File: src/rtl/ntz_pkg.sv
// Shared widths, types and division constants for the NZ local time converter.
// No dependencies; every other file in rtl imports this package.
package ntz_pkg;

  localparam int EPOCH_W = 38;
  localparam int DAYS_W  = 22;
  localparam int SOD_W   = 17;
  localparam int YEAR_W  = 14;
  localparam int MONTH_W = 4;
  localparam int DAY_W   = 5;
  localparam int HOUR_W  = 5;
  localparam int MIN_W   = 6;
  localparam int SEC_W   = 6;
  localparam int DOY_W   = 9;
  localparam int WDAY_W  = 3;

  // Depth of the days-to-civil pipeline.
  localparam int CIV_LAT = 7;

  localparam logic [SOD_W-1:0]  SECS_PER_DAY   = 17'd86400;
  localparam logic [SOD_W-1:0]  STD_OFFSET     = 17'd43200;
  localparam logic [SOD_W-1:0]  DST_OFFSET     = 17'd46800;
  // 02:00 at +12 h and 03:00 at +13 h both fall at 14:00 UTC the day before.
  localparam logic [SOD_W-1:0]  SWITCH_SOD     = 17'd50400;
  localparam logic [DAYS_W-1:0] DAY_SHIFT      = 22'd719468;
  localparam logic [17:0]       ERA_DAYS       = 18'd146097;

  // Reciprocals: floor(x / c) == (x * M) >> S for every x of the stated width.
  localparam int SH_675  = 41;
  localparam logic [31:0] M_675  = 32'(((64'd1 << 41) + 64'd674) / 64'd675);
  localparam int SH_7W   = 25;
  localparam logic [22:0] M_7W   = 23'(((64'd1 << 25) + 64'd6) / 64'd7);
  localparam int SH_ERA  = 40;
  localparam logic [22:0] M_ERA  = 23'(((64'd1 << 40) + 64'd146096) / 64'd146097);
  localparam int SH_1460 = 29;
  localparam logic [18:0] M_1460 = 19'(((64'd1 << 29) + 64'd1459) / 64'd1460);
  localparam int SH_365  = 27;
  localparam logic [18:0] M_365  = 19'(((64'd1 << 27) + 64'd364) / 64'd365);
  localparam int SH_100  = 16;
  localparam logic [9:0]  M_100  = 10'(((64'd1 << 16) + 64'd99) / 64'd100);
  localparam int SH_153  = 19;
  localparam logic [11:0] M_153  = 12'(((64'd1 << 19) + 64'd152) / 64'd153);
  localparam int SH_5    = 14;
  localparam logic [11:0] M_5    = 12'(((64'd1 << 14) + 64'd4) / 64'd5);
  localparam int SH_3600 = 29;
  localparam logic [17:0] M_3600 = 18'(((64'd1 << 29) + 64'd3599) / 64'd3600);
  localparam int SH_60   = 18;
  localparam logic [12:0] M_60   = 13'(((64'd1 << 18) + 64'd59) / 64'd60);
  localparam int SH_7S   = 13;
  localparam logic [10:0] M_7S   = 11'(((64'd1 << 13) + 64'd6) / 64'd7);

  localparam int CIV_SIDE_W = 42;
  typedef logic [CIV_SIDE_W-1:0] civ_side_t;

  // UTC day number, second of day and weekday (0 is Sunday).
  typedef struct packed {
    logic [DAYS_W-1:0] z;
    logic [SOD_W-1:0]  sod;
    logic [WDAY_W-1:0] wday;
  } utc_side_t;

  // Civil date plus the March-based day of year, month index and leap flag.
  typedef struct packed {
    logic [YEAR_W-1:0]  year;
    logic [MONTH_W-1:0] month;
    logic [DAY_W-1:0]   day;
    logic [DOY_W-1:0]   doy;
    logic [3:0]         mp;
    logic               leap;
  } civ_date_t;

endpackage

File: src/rtl/ntz_hms.sv
// Splits the local second of day into hour, minute and second (4 stages).
// The last stage is the block's output register. Depends on ntz_pkg.
module ntz_hms (
  input  logic                         clk,
  input  logic                         rst_n,
  input  logic                         en,
  input  logic                         valid_i,
  input  ntz_pkg::civ_date_t           date_i,
  input  logic [ntz_pkg::SOD_W-1:0]    sod_i,
  input  logic                         daylight_i,
  output logic                         valid_o,
  output logic [ntz_pkg::YEAR_W-1:0]   year_o,
  output logic [ntz_pkg::MONTH_W-1:0]  month_o,
  output logic [ntz_pkg::DAY_W-1:0]    day_o,
  output logic [ntz_pkg::HOUR_W-1:0]   hour_o,
  output logic [ntz_pkg::MIN_W-1:0]    minute_o,
  output logic [ntz_pkg::SEC_W-1:0]    second_o,
  output logic                         daylight_o
);
  import ntz_pkg::*;

  typedef struct packed {
    logic [YEAR_W-1:0]  year;
    logic [MONTH_W-1:0] month;
    logic [DAY_W-1:0]   day;
    logic               daylight;
  } ymd_t;

  logic [3:0]        v_r;
  ymd_t              ymd_in;
  ymd_t              ymd_r [4];
  logic [34:0]       p3600;
  logic [HOUR_W-1:0] hour1_r;
  logic [SOD_W-1:0]  sod1_r;
  logic [SOD_W-1:0]  rem_full;
  logic [HOUR_W-1:0] hour2_r;
  logic [11:0]       rem2_r;
  logic [24:0]       p60;
  logic [HOUR_W-1:0] hour3_r;
  logic [MIN_W-1:0]  min3_r;
  logic [11:0]       rem3_r;
  logic [11:0]       sec_full;
  logic [HOUR_W-1:0] hour4_r;
  logic [MIN_W-1:0]  min4_r;
  logic [SEC_W-1:0]  sec4_r;

  assign ymd_in   = '{year: date_i.year, month: date_i.month, day: date_i.day,
                      daylight: daylight_i};
  assign p3600    = 35'(sod_i) * 35'(M_3600);
  assign rem_full = sod1_r - 17'(hour1_r) * 17'd3600;
  assign p60      = 25'(rem2_r) * 25'(M_60);
  assign sec_full = rem3_r - 12'(min3_r) * 12'd60;

  always_ff @(posedge clk) begin
    if (!rst_n) begin
      v_r <= '0;
    end else if (en) begin
      v_r <= {v_r[2:0], valid_i};
    end
  end

  always_ff @(posedge clk) begin
    if (en) begin
      ymd_r[0] <= ymd_in;
      for (int k = 1; k < 4; k++) begin
        ymd_r[k] <= ymd_r[k-1];
      end
      hour1_r <= p3600[33:SH_3600];
      sod1_r  <= sod_i;
      hour2_r <= hour1_r;
      rem2_r  <= rem_full[11:0];
      hour3_r <= hour2_r;
      min3_r  <= p60[23:SH_60];
      rem3_r  <= rem2_r;
      hour4_r <= hour3_r;
      min4_r  <= min3_r;
      sec4_r  <= sec_full[SEC_W-1:0];
    end
  end

  assign valid_o    = v_r[3];
  assign year_o     = ymd_r[3].year;
  assign month_o    = ymd_r[3].month;
  assign day_o      = ymd_r[3].day;
  assign daylight_o = ymd_r[3].daylight;
  assign hour_o     = hour4_r;
  assign minute_o   = min4_r;
  assign second_o   = sec4_r;

endmodule

File: config.mk
export PLATFORM = sky130hd
export DESIGN_NAME = ntz_hms
export DESIGN_NICKNAME = d
export VERILOG_FILES = /design/src/rtl/ntz_pkg.sv /design/src/rtl/ntz_hms.sv
export SDC_FILE = /design/constraint.sdc
export NUM_CORES = 1
export LEC_CHECK = 0
export BUFFER_PORTS_ARGS = -buffer_cell sky130_fd_sc_hd__buf_2
export CAP_MARGIN = 20
export CORE_MARGIN = 3
export CORE_UTILIZATION = 61
export CTS_CLUSTER_DIAMETER = 60
export CTS_CLUSTER_SIZE = 24
export DETAILED_ROUTE_END_ITERATION = 16
export GPL_TIMING_DRIVEN = 0
export PLACE_DENSITY = 0.81
export SLEW_MARGIN = 25
export SYNTH_ARGS = -nofsm -noshare
export SYNTH_HDL_FRONTEND = slang
export SYNTH_SLANG_ARGS = --single-unit
File: constraint.sdc
create_clock -name clk -period 6.7 [get_ports clk]
set_input_delay 1.34 -clock clk [delete_from_list [all_inputs] [get_ports clk]]
set_output_delay 1.34 -clock clk [all_outputs]
set_load 0.02 [all_outputs]
# Word-level counts from Yosys, hierarchy flattened
# Memories as Yosys holds them, arrays and structs flattened.
# Cells that the tools add are included.
dict set report classes {
  addsub 2
  mul 4
  div 0
  n_lt_le_gt_ge 0
  eq_ne 0
  n_shift 0
  muxes 2
  bitwise 0
  n_reduce_logical 0
}
# cell n
set ops {}
lappend ops {{$mul 17x18->34 const B} 1}
lappend ops {{$mul 12x12->23 const B} 1}
lappend ops {{$sub 12x12->12} 1}
lappend ops {{$mul 5x8->8 const B} 1}
lappend ops {{$mul 6x4->4 const B} 1}
lappend ops {{$sub 6x6->6} 1}
lappend ops {{$mux 1} 2}
dict set report word_totals {
  register_bits 72
  latchBits 0
  mem_bits_rw 96
  romBits 0
  input_bits 59
  output_inout_bits 42
  word_cells 20
  memories 1
}
# memory words width rd rd_clocked_by_memory_dff write_ports line
set memory_table {}
lappend memory_table {ymd_r 4 24 4 0 4 ntz_hms.sv:31} ;# ymd_t ymd_r [4];

# Longest topological paths before layout
# Gate-level depths: netlist of the first run.
dict set report depth {
  ltp_word 2
  depth_mapped 19
  depth_no_buf 19
}

# Worst setup path after synthesis of the first run
# Ideal clock, no wire load.
dict set report synth_path {
  path_kind {input to register}
  start {input port sod_i[15] in the netlist's numbering}
  end {register hour1_r[2], data pin}
  setup_time_ns 0.261
  t_arrival_ns 5.627
  required_ns 6.439
  path_slack_ns 0.812
  cell_stages 16
  n_path_buf 0
  cell_sequence {inv_1 -> ha_1 -> fa_1 -> inv_1 -> fa_1 -> fa_1 -> fa_1 -> inv_1 -> fa_1 -> inv_1 -> ha_1 -> nand4_1 -> or4_4 -> a31oi_4 -> o21ai_1 -> nor3b_2}
}
dict set report synth_via {
  elab_chain_len 1
}
# element line
set synth_rtl {}
lappend synth_rtl {{start: declaration} ntz_hms.sv:9} ;# input logic [ntz_pkg::SOD_W-1:0] sod_i,
lappend synth_rtl {{$mul 17x18->34} ntz_hms.sv:49} ;# assign p3600 = 35'(sod_i) * 35'(M_3600);
lappend synth_rtl {{via p3600[31]} ntz_hms.sv:32} ;# logic [34:0] p3600;
lappend synth_rtl {{end signal: assignment} ntz_hms.sv:68} ;# hour1_r <= p3600[33:SH_3600];
lappend synth_rtl {{end: declaration} ntz_hms.sv:33} ;# logic [HOUR_W-1:0] hour1_r;
# The timed path passes the listed nets, and every way through them passes these cells.
# A chain may end at the register's enable or synchronous reset.

# Final worst setup path of the first run
# Ends and elaborated chain as after synthesis.

==> results.json, run 1 <==
{
  "final_cell_area_sq_um": 12670,
  "synth_common_cells": "ha_1, inv_1, edfxtp_1",
  "rsz0062_at_grt": "no",
  "path_cells": "buf_2 -> inv_1 -> ha_1 -> fa_1 -> inv_1 -> fa_1 -> fa_1 -> fa_1 -> inv_1 -> fa_1 -> inv_1 -> ha_1 -> nand2_1 -> o21ai_0 -> nand2_1 -> a41oi_1 -> o21ai_1 -> nor3b_2",
  "synth_top_area_share_pct": 43.55,
  "crit_type": "in2reg",
  "clockBufferDepth": 2,
  "leakagePower_nw": 6.108,
  "cts_resized": 0,
  "clk_pin_slew_worst_paths_ps": 70,
  "setup_violations": 0,
  "layoutNonFillerInstCount": 1195,
  "internal-power_mw": 3.131,
  "die_w_um": 142.2,
  "p_seq_share_pct": 28.0,
  "synth_area_sq_um": 11310,
  "grt_pass1_wl_mm": 31.73,
  "grt_usage_pct": 20.00,
  "cts_tree": "yes",
  "ys.flop_type": "edfxtp_1",
  "overflow": 0,
  "hold_buffers": 0,
  "fin_ws_ps": 465.2,
  "die_area_sq_um": 20210,
  "dp_hpwl_mm": 14.55,
  "drt_pass1_iterations": 5,
  "synth.ff_latch_count": 168,
  "drc_errors": 0,
  "grt_max_degree": 107,
  "yosys_warnings": 0,
  "timing.rr.start": "rem2_r[4]",
  "tns_ps": 0,
  "clkSinkCount": 168,
  "cp_max_fo": 8,
  "skew_ps": 11.20,
  "worstPathArrival_ps": 6400,
  "initial_core_util_pct": 62.53,
  "drt_wl_total_mm": 19.10,
  "gp_congestion": 0.8792,
  "portBuffers": 86,
  "hp-start": "sod1_r[3]",
  "endpoint_kind": "flip-flop",
  "synth.top_cells.by_area": "edfxtp_1, ha_1, fa_1",
  "reg2regPathDepth": 13,
  "cts_buffers": 17,
  "wl_per_cell_um": 15.99,
  "report.final.slew_viol_count": 0,
  "die_y_um": 142.2,
  "postPlaceCellArea_sq_um": 12060,
  "n_antenna_cell": 0,
  "slowest_stage": "a41oi_1",
  "dp_cells": 1163,
  "worstPathRequired_ps": 6870,
  "final_hold_viol_count": 0,
  "outcome": "finished clean",
  "multi_input_area_sq_um": 5560,
  "drv_cap": 0,
  "hold_slack_ps": 414.3,
  "critPathBufInv": 5,
  "maxSlewHeadroom_pct": 49.02,
  "first_iter_violations": 306,
  "clockPowerShare_pct": 18.0,
  "fillCellCount": 1172,
  "r2r_end": "min3_r[2]",
  "postCtsSetupBuffers": 0,
  "synth_nets": 1211,
  "fp-row-count": 49,
  "synth-seq-area-share_pct": 44.26,
  "final-seq-area_sq_um": 5005,
  "critical-path-top-delay-family": "adder cells",
  "fin_crit_sh_pct": 93.06,
  "dp_worst_setup_slack_ps": 54.01,
  "coreArea_sq_um": 18090,
  "drive_above_1_share_pct": 13.25,
  "worst_slew_pin_slew_ps": 754.7,
  "yosysMostFrequentCell": "ha_1",
  "switching_share_pct": 40.64,
  "cts_max_level": 4,
  "clock.fmax_mhz": 160.4,
  "critPathLaunchType": "input port",
  "p_comb_share_pct": 54.0,
  "ir_worst_vdd_mv": 0.2444,
  "synth_area_leader_cell": "edfxtp_1",
  "hold_path_depth": 0,
  "async_flop_share_pct": 0,
  "area_growth_syn_to_layout_pct": 12.02,
  "cpMostUsedCell": "fa_1",
  "power.density_nw_per_um2": 416.4,
  "clock-root-buffer": "clkbuf_16",
  "min_path_type": "reg2reg",
  "ant_nets": 0,
  "viasPerCell": 5.369,
  "netlist_instances": 847,
  "critPathMaxStageDelay_ps": 630,
  "final_nets": 1317,
  "syn_avg_cell_area_sq_um": 13.35,
  "grt_pass1_vias": 6777,
  "clock_latency_ps": 420,
  "synth_cell_type_count": 44,
  "min_to": "rem2_r[3]",
  "reg2reg_slack_ps": 2850,
  "p_sw_mw": 2.144,
  "num_vias": 6416,
  "min_period_ps": 6235,
  "ios": 101,
  "antenna_found_initial": 0,
  "synth_edf_count": 164
}
cells by family (layout without fill, tap and decap cells):
| kind of cell | after synthesis | in the layout | synth area share [%] |
|---|---|---|---|
| xor+xnor | 25 | 25 | 1.936 |
| fa+ha+maj | 305 | 305 | 38.86 |
| compound gates | 72 | 72 | 4.238 |
| flops | 168 | 168 | 44.26 |
| mux | 4 | 4 | 0.3541 |
| buf+inv | 198 | 317 | 6.572 |
| simple gates | 75 | 75 | 3.784 |
per-layer routing:
metal | share of wire [%] | vias up | global-route usage, %
li1 | - | 3136 | -
met1 | 42 | 3098 | 23.85
met2 | 51 | 144 | 35.85
met3 | 3.8 | 38 | 3.226
met4 | 3.3 | 0 | 8.636
met5 | 0 | - | 0
worst max-delay path by stage:
stage	from	end	slack [ps]	cells after the start
after floorplan	sod_i[15]	hour1_r[2]	810	16
after global placement	sod_i[15]	hour1_r[2]	100	18
after detailed placement	sod_i[15]	hour1_r[2]	50	18
after CTS	sod_i[15]	hour1_r[2]	480	18
after global routing	sod_i[15]	hour1_r[4]	220	18
final	sod_i[15]	hour1_r[2]	470	18
worst reg2reg max path: stages (launching register included):
cell and delay (ps):
edfxtp_1 500, ha_1 380, ha_1 280, inv_1 50, fa_1 490, inv_1 50, ha_1 280, ha_1 340
and3_1 180, and3_1 150, o21ai_0 100, and2_1 200, o311ai_0 440, xor2_1 140
layout make-up:
class                      instances  area share [%]
buffer                             4          0.1185
clock buffer                      17           3.358
clock inverter                    15           1.412
inverter                         194           5.749
multi-input combinational        481           43.90
sequential                       168           39.51
tap                              229           2.262
timing repair buffer              87           3.694
layout by cell type (no fill, tap or decap), types with 2 or more instances in the layout:
master and instances:
clkinv_8 6, nor2_1 10, a21boi_0 3, a21o_1 9, a31o_2 2, nor3_1 6
nand2b_1 3, and3_1 7, nand3_1 12, o21bai_1 2, nand4_1 5, nand2_1 6
clkbuf_1 4, inv_1 194, or3_1 2, dfxtp_1 4, nor4_1 2, inv_8 3
clkbuf_16 17, nor3b_2 2, a31oi_1 3, edfxtp_1 164, and2_1 3, fa_1 77
nor2b_1 11, mux2i_1 4, buf_2 85, or2_2 3, a221o_1 2, inv_6 3
xor2_1 8, ha_1 228, o21ai_0 17, a311oi_1 2, a21oi_1 17, o21ai_1 2
xnor2_1 17, a211oi_1 5
power by group through the flow:
stage / clock (mW) / combinational [mW] / sequential (mW)
after floorplan: 0 / 2.09 / 1.51
after global placement: 0 / 2.65 / 1.50
after detailed placement: 0 / 2.76 / 1.50
after CTS: 0.963 / 2.86 / 1.48
after global routing: 0.998 / 3.32 / 1.49
final: 0.949 / 2.85 / 1.48
per-stage QoR:
stage               utilization [%]  power, mW
floorplan                         -      3.603
global placement              66.49      4.148
detailed placement            66.70      4.263
CTS                           70.04      5.305
global route                  70.04      5.807
finish                        70.04      5.275
registers in the layout, indices dropped and copies added (netlist names):
| signal | count |
|---|---|
| min3_r | 6 |
| sod1_r | 12 |
| hour1_r | 5 |
| hour3_r | 5 |
| second_o | 6 |
| hour_o | 5 |
| v_r | 4 |
| hour2_r | 5 |
| rem3_r | 6 |
| ymd_r | 96 |
| minute_o | 6 |
| rem2_r | 12 |
No activity file was read; power rests on OpenSTA's default activity.
==> run 2: changes to the inputs <==
--- a/config.mk
+++ b/config.mk
@@ -5,15 +5,16 @@
 export SDC_FILE = /design/constraint.sdc
 export NUM_CORES = 1
 export LEC_CHECK = 0
-export BUFFER_PORTS_ARGS = -buffer_cell sky130_fd_sc_hd__buf_2
+export BUFFER_PORTS_ARGS = -buffer_cell sky130_fd_sc_hd__clkbuf_2
 export CAP_MARGIN = 20
 export CORE_MARGIN = 3
-export CORE_UTILIZATION = 61
+export CORE_UTILIZATION = 63
+export CTS_BUF_LIST = sky130_fd_sc_hd__clkbuf_2
 export CTS_CLUSTER_DIAMETER = 60
 export CTS_CLUSTER_SIZE = 24
 export DETAILED_ROUTE_END_ITERATION = 16
 export GPL_TIMING_DRIVEN = 0
-export PLACE_DENSITY = 0.81
+export PLACE_DENSITY = 0.84
 export SLEW_MARGIN = 25
 export SYNTH_ARGS = -nofsm -noshare
 export SYNTH_HDL_FRONTEND = slang
==> results.json, run 2 (synthesis results as in run 1) <==
{
  "final_hold_viol_count": 0,
  "portBuffers": 86,
  "gr-usage-met2_pct": 36.16,
  "first_iter_violations": 296,
  "endpoint_kind": "flip-flop",
  "die_y_um": 140.0,
  "r2r_end": "min3_r[2]",
  "report.final.slew_viol_count": 0,
  "grt_pass1_wl_mm": 31.28,
  "rsz0062_at_grt": "no",
  "grt_pass1_vias": 6698,
  "cts_tree": "yes",
  "coreArea_sq_um": 17420,
  "clock.fmax_mhz": 169.2,
  "critPathLaunchType": "input port",
  "antenna_found_initial": 1,
  "min_path_type": "reg2reg",
  "wl_per_cell_um": 15.81,
  "largest_register": "ymd_r",
  "final_nets": 1317,
  "power.density_nw_per_um2": 390.3,
  "drv_cap": 0,
  "gp_congestion": 0.8411,
  "fp-row-count": 48,
  "reg_top3": "ymd_r (96), rem2_r (12), sod1_r (12)",
  "dp_hpwl_mm": 15.28,
  "hp-start": "ymd_r[0][3]",
  "overflow": 0,
  "num_vias": 6378,
  "postPlaceCellArea_sq_um": 12060,
  "cts_resized": 0,
  "hold_buffers": 0,
  "tns_ps": 0,
  "clkSinkCount": 168,
  "worst_slew_pin_slew_ps": 700.5,
  "crit_type": "in2reg",
  "timing.rr.start": "rem2_r[4]",
  "worstPathRequired_ps": 7160,
  "initial_core_util_pct": 64.93,
  "maxSlewHeadroom_pct": 52.68,
  "largest_reg_flops": 96,
  "cts_max_level": 4,
  "fin_crit_sh_pct": 88.22,
  "drc_errors": 0,
  "skew_ps": 25.07,
  "cp_max_fo": 9,
  "die_area_sq_um": 19590,
  "ir_worst_vdd_mv": 0.3436,
  "grt_use_met1_pct": 25.52,
  "crit_path_start": "sod_i[6]",
  "reg2reg_slack_ps": 2960,
  "ant_nets": 0,
  "drive_above_1_share_pct": 13.25,
  "grt_usage_pct": 20.18,
  "leakagePower_nw": 5.984,
  "grtUsageMet3_pct": 2.902,
  "viasPerCell": 5.351,
  "drt_wl_total_mm": 18.85,
  "final_cell_area_sq_um": 12330,
  "outcome": "finished clean",
  "grt_max_degree": 100,
  "final_common_cell": "ha_1",
  "area_growth_syn_to_layout_pct": 9.018,
  "min_period_ps": 5911,
  "worstPathArrival_ps": 6370,
  "drt_pass1_iterations": 5,
  "cts_buffers": 17,
  "die_w_um": 140.0,
  "endpoint": "hour1_r[4]",
  "reg2regPathDepth": 13,
  "busiest_layer": "met2",
  "setup_violations": 0,
  "clk_pin_slew_worst_paths_ps": 280,
  "clock-root-buffer": "clkbuf_2",
  "clock_latency_ps": 690,
  "hold_slack_ps": 430.6,
  "clockBufferDepth": 2,
  "postCtsSetupBuffers": 0,
  "ios": 101,
  "layout_common_cells": "ha_1, inv_1, edfxtp_1"
}
[run 2: how the worst min path moves through the flow]
stage,slack [ps],end,cells past startpoint
CTS,440,ymd_r[1][3],0
floorplan,400,hour3_r[0],0
global route,450,ymd_r[1][22],0
detailed placement,400,hour3_r[4],0
finish,430,ymd_r[1][3],0
global placement,400,ymd_r[3][9],0
[run 2: critical path: stages]
cell and delay [ps]:
clkbuf_2 260, inv_1 90, ha_1 350, fa_1 510
fa_1 520, inv_1 50, fa_1 480, fa_1 550
inv_1 60, fa_1 520, inv_1 40, ha_1 280
nand2_1 50, o21ai_0 170, nand2_1 100, a41oi_1 600
o21ai_0 200, nor3b_2 190
[run 2: per-layer routing]
metal | up-vias | wire, um
li1 | 3134 | -
met1 | 3065 | 7926
met2 | 149 | 9853
met3 | 30 | 689
met4 | 0 | 378
met5 | - | 0
[run 2: stage by stage]
stage	cells	power [mW]	setup WS, ps	util [%]
detailed placement	1159	4.304	63.57	69.22
floorplan	847	3.603	812.3	-
global route	1192	5.360	585.4	70.78
finish	1192	4.811	789.5	70.78
global placement	1158	4.157	106.9	69.02
CTS	1191	4.860	849.8	70.77
[run 2: final cells by class]
class	count	area (sq um)
fill	1179	5089
tap	225	281.5
inverter	194	728.2
clock inverter	15	183.9
clock buffer	17	85.08
multi-input combinational	481	5560
timing repair buffer	87	466.7
buffer	4	15.01
sequential	168	5005
antenna	1	2.502
[run 2: power by group]
group          switching (mW)  leakage, nW  internal (mW)
Sequential             0.0844         1.64           1.39
Clock                   0.392        0.150          0.129
Combinational            1.59         4.20           1.23
Total                    2.06         5.98           2.75
==> run 3: changes to the inputs <==
--- a/config.mk
+++ b/config.mk
@@ -7,14 +7,16 @@
 export LEC_CHECK = 0
 export BUFFER_PORTS_ARGS = -buffer_cell sky130_fd_sc_hd__clkbuf_2
 export CAP_MARGIN = 20
+export CELL_PAD_IN_SITES_DETAIL_PLACEMENT = 1
+export CELL_PAD_IN_SITES_GLOBAL_PLACEMENT = 1
 export CORE_MARGIN = 3
-export CORE_UTILIZATION = 63
+export CORE_UTILIZATION = 52
 export CTS_BUF_LIST = sky130_fd_sc_hd__clkbuf_2
-export CTS_CLUSTER_DIAMETER = 60
 export CTS_CLUSTER_SIZE = 24
 export DETAILED_ROUTE_END_ITERATION = 16
 export GPL_TIMING_DRIVEN = 0
-export PLACE_DENSITY = 0.84
+export PLACE_DENSITY_LB_ADDON = 0.1
+export RECOVER_POWER = 50
 export SLEW_MARGIN = 25
 export SYNTH_ARGS = -nofsm -noshare
 export SYNTH_HDL_FRONTEND = slang
==> results.json, run 3 (synthesis results as in run 1) <==
{
  "overflow": 0,
  "num_vias": 6543,
  "wl_per_cell_um": 18.16,
  "report.final.slew_viol_count": 61,
  "violations": "max-capacitance violations, max-slew violations",
  "met1_length_mm": 9.026,
  "clockPowerShare_pct": 10.6,
  "fp-row-count": 53,
  "endpoint_kind": "flip-flop",
  "worstPathArrival_ps": 6760,
  "min_path_type": "reg2reg",
  "drive_above_1_share_pct": 11.49,
  "maxSlewHeadroom_pct": -119.3,
  "dp_hpwl_mm": 18.03,
  "drc_errors": 0,
  "reg2regPathDepth": 13,
  "ant_nets": 0,
  "area_growth_syn_to_layout_pct": 9.050,
  "portBuffers": 86,
  "grt_pass1_vias": 7576,
  "largest_register": "ymd_r",
  "initial_core_util_pct": 53.29,
  "layoutNonFillerInstCount": 1242,
  "critPathMaxStageDelay_ps": 690,
  "gp_congestion": 0.8658,
  "hold_path_depth": 0,
  "top_layer": "met4",
  "cts_tree": "yes",
  "hold_slack_ps": 385.1,
  "ios": 101,
  "worstPathRequired_ps": 7200,
  "outcome": "finished, violations left",
  "clkSinkCount": 168,
  "timing.rr.start": "rem2_r[4]",
  "coreArea_sq_um": 21220,
  "slowest_stage": "a41oi_1",
  "reg2reg_slack_ps": 2830,
  "grt_pass1_wl_mm": 37.81,
  "clockBufferDepth": 2,
  "reg_top3": "ymd_r (96), rem2_r (12), sod1_r (12)",
  "fin_crit_sh_pct": 93.42,
  "hp-start": "ymd_r[0][4]",
  "drt_wl_total_mm": 22.56,
  "die_area_sq_um": 23550,
  "final_common_cell": "ha_1",
  "final_nets": 1317,
  "setup_violations": 0,
  "p_seq_share_pct": 30.2,
  "switching_share_pct": 43.84,
  "clock_latency_ps": 730,
  "first_iter_violations": 268,
  "drt_pass1_iterations": 5,
  "min_to": "ymd_r[1][4]",
  "skew_ps": 59.88,
  "cts_max_level": 4,
  "hold_buffers": 0,
  "clock-root-buffer": "clkbuf_2",
  "antenna_found_initial": 1,
  "grt_max_degree": 106,
  "worst_slew_pin_slew_ps": 3290,
  "cpMostUsedCell": "fa_1",
  "grt_usage_pct": 20.31,
  "path_cells": "clkbuf_1 -> ha_1 -> fa_1 -> fa_1 -> inv_1 -> fa_1 -> fa_1 -> inv_1 -> fa_1 -> inv_1 -> ha_1 -> nand2_1 -> o21ai_0 -> nand2_1 -> a41oi_1 -> o21ai_0 -> nor3b_2",
  "internal-power_mw": 2.768,
  "power.density_nw_per_um2": 399.6,
  "layout_common_cells": "ha_1, inv_1, edfxtp_1",
  "cp_max_fo": 8,
  "r2r_end": "min3_r[2]",
  "wl_met3_um": 608,
  "ir_worst_vdd_mv": 0.1790,
  "drv_cap": 1,
  "largest_reg_flops": 96,
  "cts_buffers": 17,
  "crit_type": "in2reg",
  "die_w_um": 153.5,
  "die_y_um": 153.5,
  "postCtsSetupBuffers": 0,
  "fillCellCount": 2159,
  "cts_resized": 0,
  "p_comb_share_pct": 59.2,
  "dp_cells": 1209,
  "clk_pin_slew_worst_paths_ps": 310,
  "clock.fmax_mhz": 159.8,
  "final_hold_viol_count": 0,
  "min_period_ps": 6259,
  "critPathLaunchType": "input port",
  "leakagePower_nw": 5.923,
  "p_sw_mw": 2.160,
  "viasPerCell": 5.268,
  "tns_ps": 0,
  "dr_wl_met2_mm": 12.59,
  "rsz0062_at_grt": "no"
}
==> run 3: how the worst max path moves through the flow <==
stage | start | endpoint | slack, ps | depth (start not counted)
2_1_floorplan | sod_i[15] | hour1_r[2] | 810 | 16
3_3_place_gp | sod_i[15] | hour1_r[4] | 60 | 18
3_5_place_dp | sod_i[15] | hour1_r[2] | -80 | 18
4_1_cts | sod_i[6] | hour1_r[4] | 760 | 18
5_1_grt | sod_i[7] | hour1_r[4] | 300 | 17
6_report | sod_i[7] | hour1_r[4] | 440 | 17
==> run 3: area by class of cell <==
cell class	instances	area (sq um)	area share [%]
sequential	168	5005	40.58
tap	275	344.1	2.790
multi-input combinational	481	5560	45.09
timing repair buffer	87	436.7	3.541
antenna	1	2.502	0.02029
clock inverter	14	150.1	1.218
clock buffer	18	90.09	0.7305
inverter	194	728.2	5.905
buffer	4	15.01	0.1218
==> run 3: per-layer routing <==
layer	track usage [%]	vias up
li1	-	3130
met1	23.42	3264
met2	39.26	126
met3	2.378	23
met4	6.140	0
met5	0	-
==> run 3: through the flow <==
stage | power [mW] | instance area, sq um | setup WS, ps | utilization, %
after global routing | 5.510 | 12330 | 296.3 | 58.11
after global placement | 4.214 | 12080 | 57.55 | 56.94
after CTS | 5.005 | 12360 | 756.8 | 58.24
after detailed placement | 4.420 | 12120 | -75.80 | 57.11
after floorplan | 3.603 | 11310 | 812.3 | -
final | 4.928 | 12330 | 440.7 | 58.11
==> run 3: worst max-delay path, delay by kind of cell <==
family                     cells  cell delay, ps
AOI/OAI and AO/OA              3            1070
adders and majority gates      7            3300
buffers and inverters          4             710
and+or+nand+nor                3             330
==> run 3: power groups by stage <==
stage          combinational [mW]  clock, mW  sequential, mW
6_report                     2.92      0.522            1.49
3_5_place_dp                 2.90          0            1.52
2_1_floorplan                2.09          0            1.51
5_1_grt                      3.42      0.584            1.50
4_1_cts                      2.97      0.545            1.49
3_3_place_gp                 2.71          0            1.50
